`src/hw/rtl/stfcd_pkg.sv`:
```
// Shared constants, codes and interface types of the seek table frame cache directory.
package stfcd_pkg;

    localparam int MAX_FRAMES = 1024;
    localparam int IDX_W      = $clog2(MAX_FRAMES);
    localparam int CNT_W      = IDX_W + 1;
    localparam int CACHE_WAYS = 4;
    localparam int WAY_W      = 2;
    localparam int MISS_LIMIT = 8;
    localparam int MS_W       = 4;
    localparam int OFF_W      = 48;
    localparam int SZ_W       = 32;
    localparam int ST_W       = 3;

    localparam logic [1:0] MODE_LOAD   = 2'd0;
    localparam logic [1:0] MODE_FINISH = 2'd1;
    localparam logic [1:0] MODE_SEEK   = 2'd2;
    localparam logic [1:0] MODE_BOUND  = 2'd3;

    localparam logic [ST_W-1:0] ST_OK      = 3'd0;
    localparam logic [ST_W-1:0] ST_HIT     = 3'd1;
    localparam logic [ST_W-1:0] ST_MISS    = 3'd2;
    localparam logic [ST_W-1:0] ST_CACHEDN = 3'd3;
    localparam logic [ST_W-1:0] ST_NOMATCH = 3'd4;
    localparam logic [ST_W-1:0] ST_INVALID = 3'd5;
    localparam logic [ST_W-1:0] ST_FULL    = 3'd6;

    localparam logic CFG_EXPECTED = 1'b0;
    localparam logic CFG_KNOWN    = 1'b1;

    localparam logic [3:0] OP_NONE       = 4'd0;
    localparam logic [3:0] OP_CAP        = 4'd1;
    localparam logic [3:0] OP_DISPATCH   = 4'd2;
    localparam logic [3:0] OP_TOP        = 4'd3;
    localparam logic [3:0] OP_BS_ISSUE   = 4'd4;
    localparam logic [3:0] OP_BS_CMP     = 4'd5;
    localparam logic [3:0] OP_SET_F_LO   = 4'd6;
    localparam logic [3:0] OP_DESC0      = 4'd7;
    localparam logic [3:0] OP_DESC1      = 4'd8;
    localparam logic [3:0] OP_DESC2      = 4'd9;
    localparam logic [3:0] OP_SEEK_CACHE = 4'd10;
    localparam logic [3:0] OP_BND_RD     = 4'd11;
    localparam logic [3:0] OP_BND_CMP    = 4'd12;
    localparam logic [3:0] OP_OUT        = 4'd13;

    typedef struct packed {
        logic [3:0] op;
    } cmd_t;

    typedef struct packed {
        logic [1:0] mode;
        logic       table_ok;
        logic       cache_on;
        logic       top_ge;
        logic       bs_more;
        logic       bnd_match;
        logic       bnd_last;
        logic       out_free;
    } sts_t;

endpackage

```
`src/hw/rtl/stfcd_controller.sv`:
```
// Controller: sequences load, finish, binary search, tag lookup and boundary scan.
module stfcd_controller (
    input  logic            clk,
    input  logic            rst_n,
    input  logic            in_valid,
    output logic            in_ready,
    input  stfcd_pkg::sts_t sts,
    output stfcd_pkg::cmd_t cmd
);
    import stfcd_pkg::*;

    localparam logic [3:0] S_IDLE = 4'd0;
    localparam logic [3:0] S_DISP = 4'd1;
    localparam logic [3:0] S_TOP  = 4'd2;
    localparam logic [3:0] S_CHK  = 4'd3;
    localparam logic [3:0] S_CMP  = 4'd4;
    localparam logic [3:0] S_D0   = 4'd5;
    localparam logic [3:0] S_D1   = 4'd6;
    localparam logic [3:0] S_D2   = 4'd7;
    localparam logic [3:0] S_LOOK = 4'd8;
    localparam logic [3:0] S_BRD  = 4'd9;
    localparam logic [3:0] S_BCMP = 4'd10;
    localparam logic [3:0] S_DONE = 4'd11;

    logic [3:0] state_reg, state_next;

    assign in_ready = state_reg == S_IDLE;

    always_comb
    begin
        state_next = state_reg;
        cmd.op     = OP_NONE;
        case (state_reg)
            S_IDLE:
            begin
                if (in_valid)
                begin
                    cmd.op     = OP_CAP;
                    state_next = S_DISP;
                end
            end
            S_DISP:
            begin
                cmd.op = OP_DISPATCH;
                if (sts.mode == MODE_LOAD || sts.mode == MODE_FINISH || !sts.table_ok)
                    state_next = S_DONE;
                else if (sts.mode == MODE_SEEK)
                    state_next = S_TOP;
                else if (!sts.cache_on)
                    state_next = S_DONE;
                else
                    state_next = S_BRD;
            end
            S_TOP:
            begin
                cmd.op     = OP_TOP;
                state_next = sts.top_ge ? S_D0 : S_CHK;
            end
            S_CHK:
            begin
                if (sts.bs_more)
                begin
                    cmd.op     = OP_BS_ISSUE;
                    state_next = S_CMP;
                end
                else
                begin
                    cmd.op     = OP_SET_F_LO;
                    state_next = S_D0;
                end
            end
            S_CMP:
            begin
                cmd.op     = OP_BS_CMP;
                state_next = S_CHK;
            end
            S_D0:
            begin
                cmd.op     = OP_DESC0;
                state_next = S_D1;
            end
            S_D1:
            begin
                cmd.op     = OP_DESC1;
                state_next = S_D2;
            end
            S_D2:
            begin
                cmd.op     = OP_DESC2;
                state_next = (sts.mode == MODE_SEEK) ? S_LOOK : S_DONE;
            end
            S_LOOK:
            begin
                cmd.op     = OP_SEEK_CACHE;
                state_next = S_DONE;
            end
            S_BRD:
            begin
                cmd.op     = OP_BND_RD;
                state_next = S_BCMP;
            end
            S_BCMP:
            begin
                cmd.op = OP_BND_CMP;
                if (sts.bnd_match)
                    state_next = S_D0;
                else if (sts.bnd_last)
                    state_next = S_DONE;
                else
                    state_next = S_BRD;
            end
            S_DONE:
            begin
                if (sts.out_free)
                begin
                    cmd.op     = OP_OUT;
                    state_next = S_IDLE;
                end
            end
            default: state_next = S_IDLE;
        endcase
    end

    always_ff @(posedge clk or negedge rst_n)
    begin
        if (!rst_n)
            state_reg <= S_IDLE;
        else
            state_reg <= state_next;
    end

endmodule

```
`config.mk`:
```
export PLATFORM = sky130hd
export DESIGN_NAME = stfcd_controller
export DESIGN_NICKNAME = d
export VERILOG_FILES = /design/src/hw/rtl/stfcd_pkg.sv /design/src/hw/rtl/stfcd_controller.sv
export SDC_FILE = /design/constraint.sdc
export NUM_CORES = 1
export LEC_CHECK = 0
export ABC_CLOCK_PERIOD_IN_PS = 3750
export BUFFER_PORTS_ARGS = -buffer_cell sky130_fd_sc_hd__buf_2
export CORE_AREA = 2 2 39 41
export DETAILED_ROUTE_END_ITERATION = 16
export DIE_AREA = 0 0 41 43
export HOLD_SLACK_MARGIN = 0.06
export PLACE_DENSITY = 0.6
export RECOVER_POWER = 25
export SYNTH_ARGS = -nofsm -noshare
export SYNTH_HDL_FRONTEND = slang
export SYNTH_SLANG_ARGS = --single-unit
export TNS_END_PERCENT = 1
```
`constraint.sdc`:
```
create_clock -name clk -period 3.75 [get_ports clk]
set_input_delay 0.375 -clock clk [delete_from_list [all_inputs] [get_ports clk]]
set_output_delay 0.375 -clock clk [all_outputs]
set_load 0.005 [all_outputs]
```
# Word level (Yosys, flattened, before mapping)
# Cells that the tools add are included.
# word_totals
reg_bits	4
output_inout_bits	5
word_cells	37
# classes
eq_ne	15
muxes	15
reduce_logical	6
# ops
cell	count
one-hot mux 4 bit (12 select lines)	2
2-to-1 mux 4 bit	6
== test 4 x 3 -> 1 bit, second input constant	4
== test 4 bit, second input constant	4
== test 4 x 2 -> 1 bit, second input constant	2
2-to-1 mux 2 bit	4
== test 4 x 1 -> 1 bit, second input constant	1
logical NOT 4 bit	1
!= test 2 bit, second input constant	2
2-to-1 mux 3 bit	1
== test 2 x 1 -> 1 bit, second input constant	1
== test 2 bit, second input constant	1
logical NOT 2 bit	1
logical OR 1 bit	2
2-to-1 mux 1 bit	2
AND reduction 2 bit	1
logical NOT 1 bit	1

# Logic depth before layout (Yosys ltp)
# Gate-level depths: netlist of the first run.
# depth
ltp_word	5
ltp_mapped	5
ltp_nobuf	4

# Worst setup path before layout of the first run
# Ideal clock, no wire load.
# synth_timing
path_kind	register to output
start	register state_reg[1]
end	output cmd[0] in the netlist's numbering
arrival_time_ns	1.022
required_time_ns	3.375
path_slack_ns	2.353
path_stages_with_launch	5
path_cell_list	dfrtp_1 -> buf_2 -> nor3_1 -> nor2_1 -> o2111a_1
# synth_lines
item	line	source
from (decl)	stfcd_controller.sv:25	logic [3:0] state_reg, state_next;
from (signal assigned)	stfcd_controller.sv:129	state_reg <= state_next;
to (decl)	stfcd_controller.sv:8	output stfcd_pkg::cmd_t cmd

==> run_results.csv, run 1 <==
group,metric,value,unit
placed_design,post-dp-hpwl,821,µm
routing,ant_nets,0,
global_routing,antenna_found_initial,0,
yosys,syn_inst,63,
cts,clkSinkCount,4,
yosys,synth_fp_nets,75,
routing,vias,527,
routing,wl_per_cell,12.2,µm
global_routing,grtUsageMet1,21.5,%
cts,cts-root-buf,"clkbuf_4",
timing,fin_tns_setup,0,ns
cells_and_area,fin_cells,94,
worst_setup_path,crit_type,"reg2out",
job,max_cap_violations,0,
timing,fmax,0.505,GHz
routing,vias_per_cell,5.61,
timing,relSlewSlack,63.1,%
timing,tightest_slew,0.553,ns
yosys,ys_ff_latch,4,
power,cellPowerDensity,851,nW/µm²
yosys,synth_area,444,µm²
cts,numCtsBuffers,3,
floorplan,die_area,1760,µm²
cts,path_clk_slew,0.04,ns
worst_setup_path,critPathRequiredTime,3.38,ns
floorplan,core_area,1380,µm²
worst_setup_path,startpoint,"state_reg[0]",
routing,drcViolationCount,0,
worst_setup_path,worstPathMaxFanout,19,
placed_design,numPortBuffers,16,
yosys,ys_types,25,
run_status,status,"finished clean",
cts,htreeDepth,1,
global_routing,grt_pass1_wl,1950,µm
timing,fin_skew,0.00275,ns
yosys,seq_area_frac_synth,22.5,%
worst_setup_path,arrival,1.61,ns
floorplan,ios,17,
timing,fin_crit_sh,52.8,%
timing,rsz0062_at_grt,"no",
timing,hold_viol_final,0,
timing,maxSlewViolCount,0,
cells_and_area,nets,92,
placed_design,gp_congestion,0.839,
worst_setup_path,endpoint_kind,"output pin",
global_routing,grt_max_degree,20,
routing,drt-total-wl,1150,µm
timing,setup_viol,0,
worst_setup_path,setup.worst_path.start_class,"register",
yosys,ys_warn_count,0,
floorplan,rows,14,
cells_and_area,nFillCells,153,
cts,clockBufferDepth,2,
power,ir_drop,0.243,mV
cts,post_cts_buffers,0,
cts,cts_tree,"yes",
power,leakage,0.229,nW
placed_design,dpl.cell_count,90,
cts,cts_resized,0,
global_routing,grt_pass1_vias,473,
global_routing,grt.busiest_layer,"met2",
timing,period_needed,1.98,ns
worst_setup_path,worstReg2RegStart,"state_reg[0]",
global_routing,gr-usage-met3,3.14,%
cells_and_area,syn_to_final_growth,23.7,%
cts,ctsHoldBuffers,1,
global_routing,globalRoute.totalOverflow,0,
cells_and_area,largest_reg_flops,4,
floorplan,start_util,32.1,%
floorplan,die_h,43,µm
cells_and_area,diodes,0,
routing,drtIter0Drc,11,
yosys,synth.avg_cell_area,7.05,µm²
floorplan,die_w,41,µm
min_path,min_from,"sts[2]",
min_path,hold_path_class,"in2reg",
global_routing,grt_use_met2,23.8,%
cts,insertion_delay,0.23,ns
global_routing,gr-usage-all-layers,16.1,%
routing,firstDrtPassIters,4,
cells_and_area,drive_gt1_share,24.4,%
-- cell usage in the layout, fill, tap and decap left out --
cell type and instances:
a21oi_1 9, nand2b_1 5, dfrtp_1 4, nor4_1 3, inv_1 3, clkbuf_1 1
mux2i_1 1, nor3_1 5, o22ai_1 4, a211oi_1 2, buf_2 15, a31oi_1 1
nor2_1 5, nand3b_1 1, nor3_2 1, nand4_1 1, xor2_1 1, nor2b_1 2
o21ai_0 3, o221ai_1 1, o2111a_1 1, clkbuf_4 3, o211ai_1 2, or3b_1 1
dlygate4sd3_1 1, nand2_1 2
-- stage by stage --
| stage | hold WS (ns) | setup WS (ns) | total power, mW | instance area (µm²) | util [%] |
|---|---|---|---|---|---|
| 2_1_floorplan | 0.0794 | 2.35 | 0.342 | 444 | - |
| 3_3_place_gp | 0.179 | 2.05 | 0.416 | 518 | 37.4 |
| 3_5_place_dp | 0.179 | 2.03 | 0.413 | 518 | 37.4 |
| 4_1_cts | 0.455 | 1.77 | 0.468 | 551 | 39.8 |
| 5_1_grt | 0.467 | 1.67 | 0.516 | 549 | 39.7 |
| 6_report | 0.455 | 1.77 | 0.467 | 549 | 39.7 |
-- layer usage --
| metal | part of all wire (%) | up-vias | wire length, µm |
|---|---|---|---|
| met5 | 0 | - | 0 |
| met4 | 0 | 0 | 0 |
| met3 | 3.8 | 0 | 44 |
| met2 | 47 | 18 | 534 |
| met1 | 50 | 238 | 569 |
| li1 | - | 271 | - |
-- report_power, final --
group / switching [mW] / leakage, nW / internal (mW) / total (mW)
combinational: 0.125 / 0.166 / 0.137 / 0.263
clock: 0.0157 / 0.0138 / 0.0357 / 0.0514
sequential: 0.0893 / 0.0489 / 0.0643 / 0.154
total: 0.230 / 0.229 / 0.237 / 0.467
-- synthesized netlist by cell type --
cell      count  share of area (%)
or3b_1        1                2.0
nor3_2        1                2.3
o211ai_1      2                3.4
nand4_1       1                1.4
nor3_1        5                5.6
nand3b_1      1                1.7
clkbuf_1      1               0.84
nor4_1        3                4.2
o2111a_1      1                2.5
a211oi_1      2                3.4
a31oi_1       1                1.4
dfrtp_1       4                 23
a21oi_1       9                 10
nand2b_1      5                7.0
mux2i_1       1                2.3
o21ai_0       3                3.4
nor2b_1       2                2.8
nor2_1        5                4.2
o221ai_1      1                2.0
inv_1         3                2.5
buf_4         1                1.7
xor2_1        1                2.0
o22ai_1       4                5.6
buf_2         3                3.4
nand2_1       2                1.7
-- cell families after synthesis --
group / after synthesis / synth area share [%]
flops: 4 / 22.5
buf+inv: 8 / 8.45
compound gates: 23 / 31.8
simple gates: 26 / 33.0
mux: 1 / 2.25
xor+xnor: 1 / 1.97
-- path summary, 6_finish.rpt --
path                                 to  slack (ns)  cells past startpoint
setup / recovery                 cmd[0]        1.77                      3
hold / removal             state_reg[2]        0.45                      3
setup reg to reg           state_reg[0]        2.13                      4
hold reg to reg            state_reg[2]        0.82                      2
max in group asynchronous  state_reg[2]        3.08                      2
min in group asynchronous  state_reg[0]        0.50                      2
-- area by class of cell --
cell class                      count  area, µm²  area share [%]
Tap cell                           16       20.0            3.64
Inverter                            3       11.3            2.05
Multi-Input combinational cell     51        307            55.8
Clock buffer                        3       22.5            4.10
Timing Repair Buffer               17       88.8            16.2
Sequential cell                     4        100            18.2
-- critical path, cell delays in order (launching register included) --
cell,delay [ns]
dfrtp_1,0.68
or3b_1,0.43
o2111a_1,0.14
buf_2,0.12
(Power assumes the default switching activity.)
==> run 2, diff against run 1 <==
Settings changed: ABC_CLOCK_PERIOD_IN_PS 3750 to 2000.
Clock period 3.75 ns to 2 ns, I/O delays scaled along.
==> run 2 against run 1 <==
First-iteration DRC count unchanged. Critical path depth did not move. Die area is the same. Sequential cell count unchanged. Wire length fell by 5.0%. Count of clock-buffer cells in the layout unchanged. Largest cell class unchanged. Highest routed layer unchanged.
==> run_results.csv, run 2 (synthesized netlist as in run 1, its figures left out) <==
group,metric,value,unit
placed_design,pre_cts_slack,0.469,ns
global_routing,grt_pass1_wl,1900,µm
placed_design,gp_congestion,0.820,
cells_and_area,nFillCells,152,
cells_and_area,syn_to_final_growth,23.7,%
min_path,hold_path_class,"in2reg",
power,switching_power,0.423,mW
cts,cts-root-buf,"clkbuf_4",
cts,ctsHoldBuffers,1,
worst_setup_path,path_cells,"or3b_1 -> o2111a_1 -> buf_2",
cts,cts_resized,0,
cts,post_cts_buffers,0,
routing,firstDrtPassIters,4,
cells_and_area,diodes,0,
worst_setup_path,worstPathMaxFanout,19,
timing,worst_slack,0.208,ns
cells_and_area,final_common_cell,"buf_2",
power,combPwrFrac,56.3,%
worst_setup_path,worstReg2RegStart,"state_reg[0]",
cells_and_area,largest_reg_flops,4,
timing,fin_skew,0.00147,ns
routing,ant_nets,0,
timing,hold_viol_final,0,
worst_setup_path,endpoint_kind,"output pin",
cts,numCtsBuffers,3,
routing,vias_per_cell,5.59,
worst_setup_path,setup.worst_path.start_class,"register",
floorplan,die_h,43,µm
timing,rsz0062_at_grt,"no",
power,leakage,0.229,nW
timing,setup_viol,0,
floorplan,ios,17,
power,ir_drop,0.473,mV
routing,drt-total-wl,1090,µm
routing,drcViolationCount,0,
cts,clockBufferDepth,2,
floorplan,die_w,41,µm
routing,wl_per_cell,11.6,µm
job,max_cap_violations,0,
power,clkPwrFrac,10.8,%
timing,period_needed,1.79,ns
power,p_int,0.445,mW
cts,htreeDepth,1,
cts,cts_tree,"yes",
cts,path_clk_slew,0.03,ns
worst_setup_path,r2r_cells,4,
cells_and_area,final_cell_mix,"15 x buf_2, 9 x a21oi_1, 5 x nand2b_1, 5 x nor3_1, 5 x nor2_1",
floorplan,die_area,1760,µm²
power,seqPwrFrac,32.9,%
global_routing,antenna_found_initial,0,
cts,insertion_delay,0.23,ns
run_status,status,"finished clean",
floorplan,rows,14,
placed_design,numPortBuffers,16,
power,swShare,48.8,%
timing,relSlewSlack,64.0,%
placed_design,post-dp-hpwl,800,µm
cells_and_area,drive_gt1_share,24.4,%
worst_setup_path,cpMaxStageDelayCell,"dfrtp_1",
worst_setup_path,critPathRequiredTime,1.80,ns
worst_setup_path,r2r_setup_slack,0.44,ns
global_routing,grt_pass1_vias,471,
timing,fmax,0.558,GHz
cells_and_area,utilization,39.7,%
timing,fin_tns_setup,0,ns
cts,clkSinkCount,4,
floorplan,start_util,32.1,%
worst_setup_path,cp_slowest_stage_delay,0.67,ns
worst_setup_path,arrival,1.59,ns
worst_setup_path,critPathTopFamily,"flip-flops",
global_routing,grt_max_degree,20,
global_routing,gr-usage-all-layers,14.9,%
worst_setup_path,crit_type,"reg2out",
worst_setup_path,r2r_end,"state_reg[0]",
routing,drtIter0Drc,11,
routing,vias,525,
worst_setup_path,critical_path_depth,3,
cells_and_area,nets,92,
global_routing,globalRoute.totalOverflow,0,
power,power,0.868,mW
worst_setup_path,startpoint,"state_reg[0]",
power,cellPowerDensity,1580,nW/µm²
timing,fin_crit_sh,89.6,%
floorplan,core_area,1380,µm²
worst_setup_path,critPathCapture,"cmd[0]",
worst_setup_path,critPathBufInv,1,
timing,maxSlewViolCount,0,
timing,tightest_slew,0.540,ns
-- run 2: metrics by stage --
step           cell area (µm²)  instances  hold slack [ns]
2_1_floorplan              444         63          -0.0956
3_3_place_gp               518         90          0.00588
3_5_place_dp               518         90          0.00477
4_1_cts                    551         94            0.279
5_1_grt                    549         94            0.303
6_report                   549         94            0.283
-- run 2: layout make-up --
cell class                      count  area, µm²  area share [%]
Tap cell                           16       20.0            3.64
Clock buffer                        3       22.5            4.10
Inverter                            3       11.3            2.05
Sequential cell                     4        100            18.2
Multi-Input combinational cell     51        307            55.8
Timing Repair Buffer               17       88.8            16.2
-- run 2: routing by layer --
layer  share of wire (%)  GRT usage [%]
met4                   0           4.00
met3                 4.0           1.57
met2                  48           22.8
met5                   0              0
met1                  47           21.4
-- run 2: worst min-delay path: cells and delay by family --
kind	cells	cell delay (ns)
simple gates	1	0.07
compound gates	1	0.07
buf+inv	1	0.11
-- run 2: how the worst min path moves through the flow --
stage,startpoint,depth (start not counted),to
after global routing,sts[2],3,state_reg[2]
after CTS,sts[2],3,state_reg[2]
after global placement,rst_n,1,state_reg[1]
after detailed placement,rst_n,1,state_reg[1]
final,sts[2],3,state_reg[2]
after floorplan,rst_n,0,state_reg[0]
-- run 2: power by group through the flow --
stage / combinational (mW) / sequential [mW] / clock (mW)
after global routing: 0.561 / 0.305 / 0.107
after floorplan: 0.486 / 0.156 / 0
after CTS: 0.492 / 0.283 / 0.0988
after detailed placement: 0.487 / 0.283 / 0
final: 0.489 / 0.286 / 0.0934
after global placement: 0.491 / 0.287 / 0
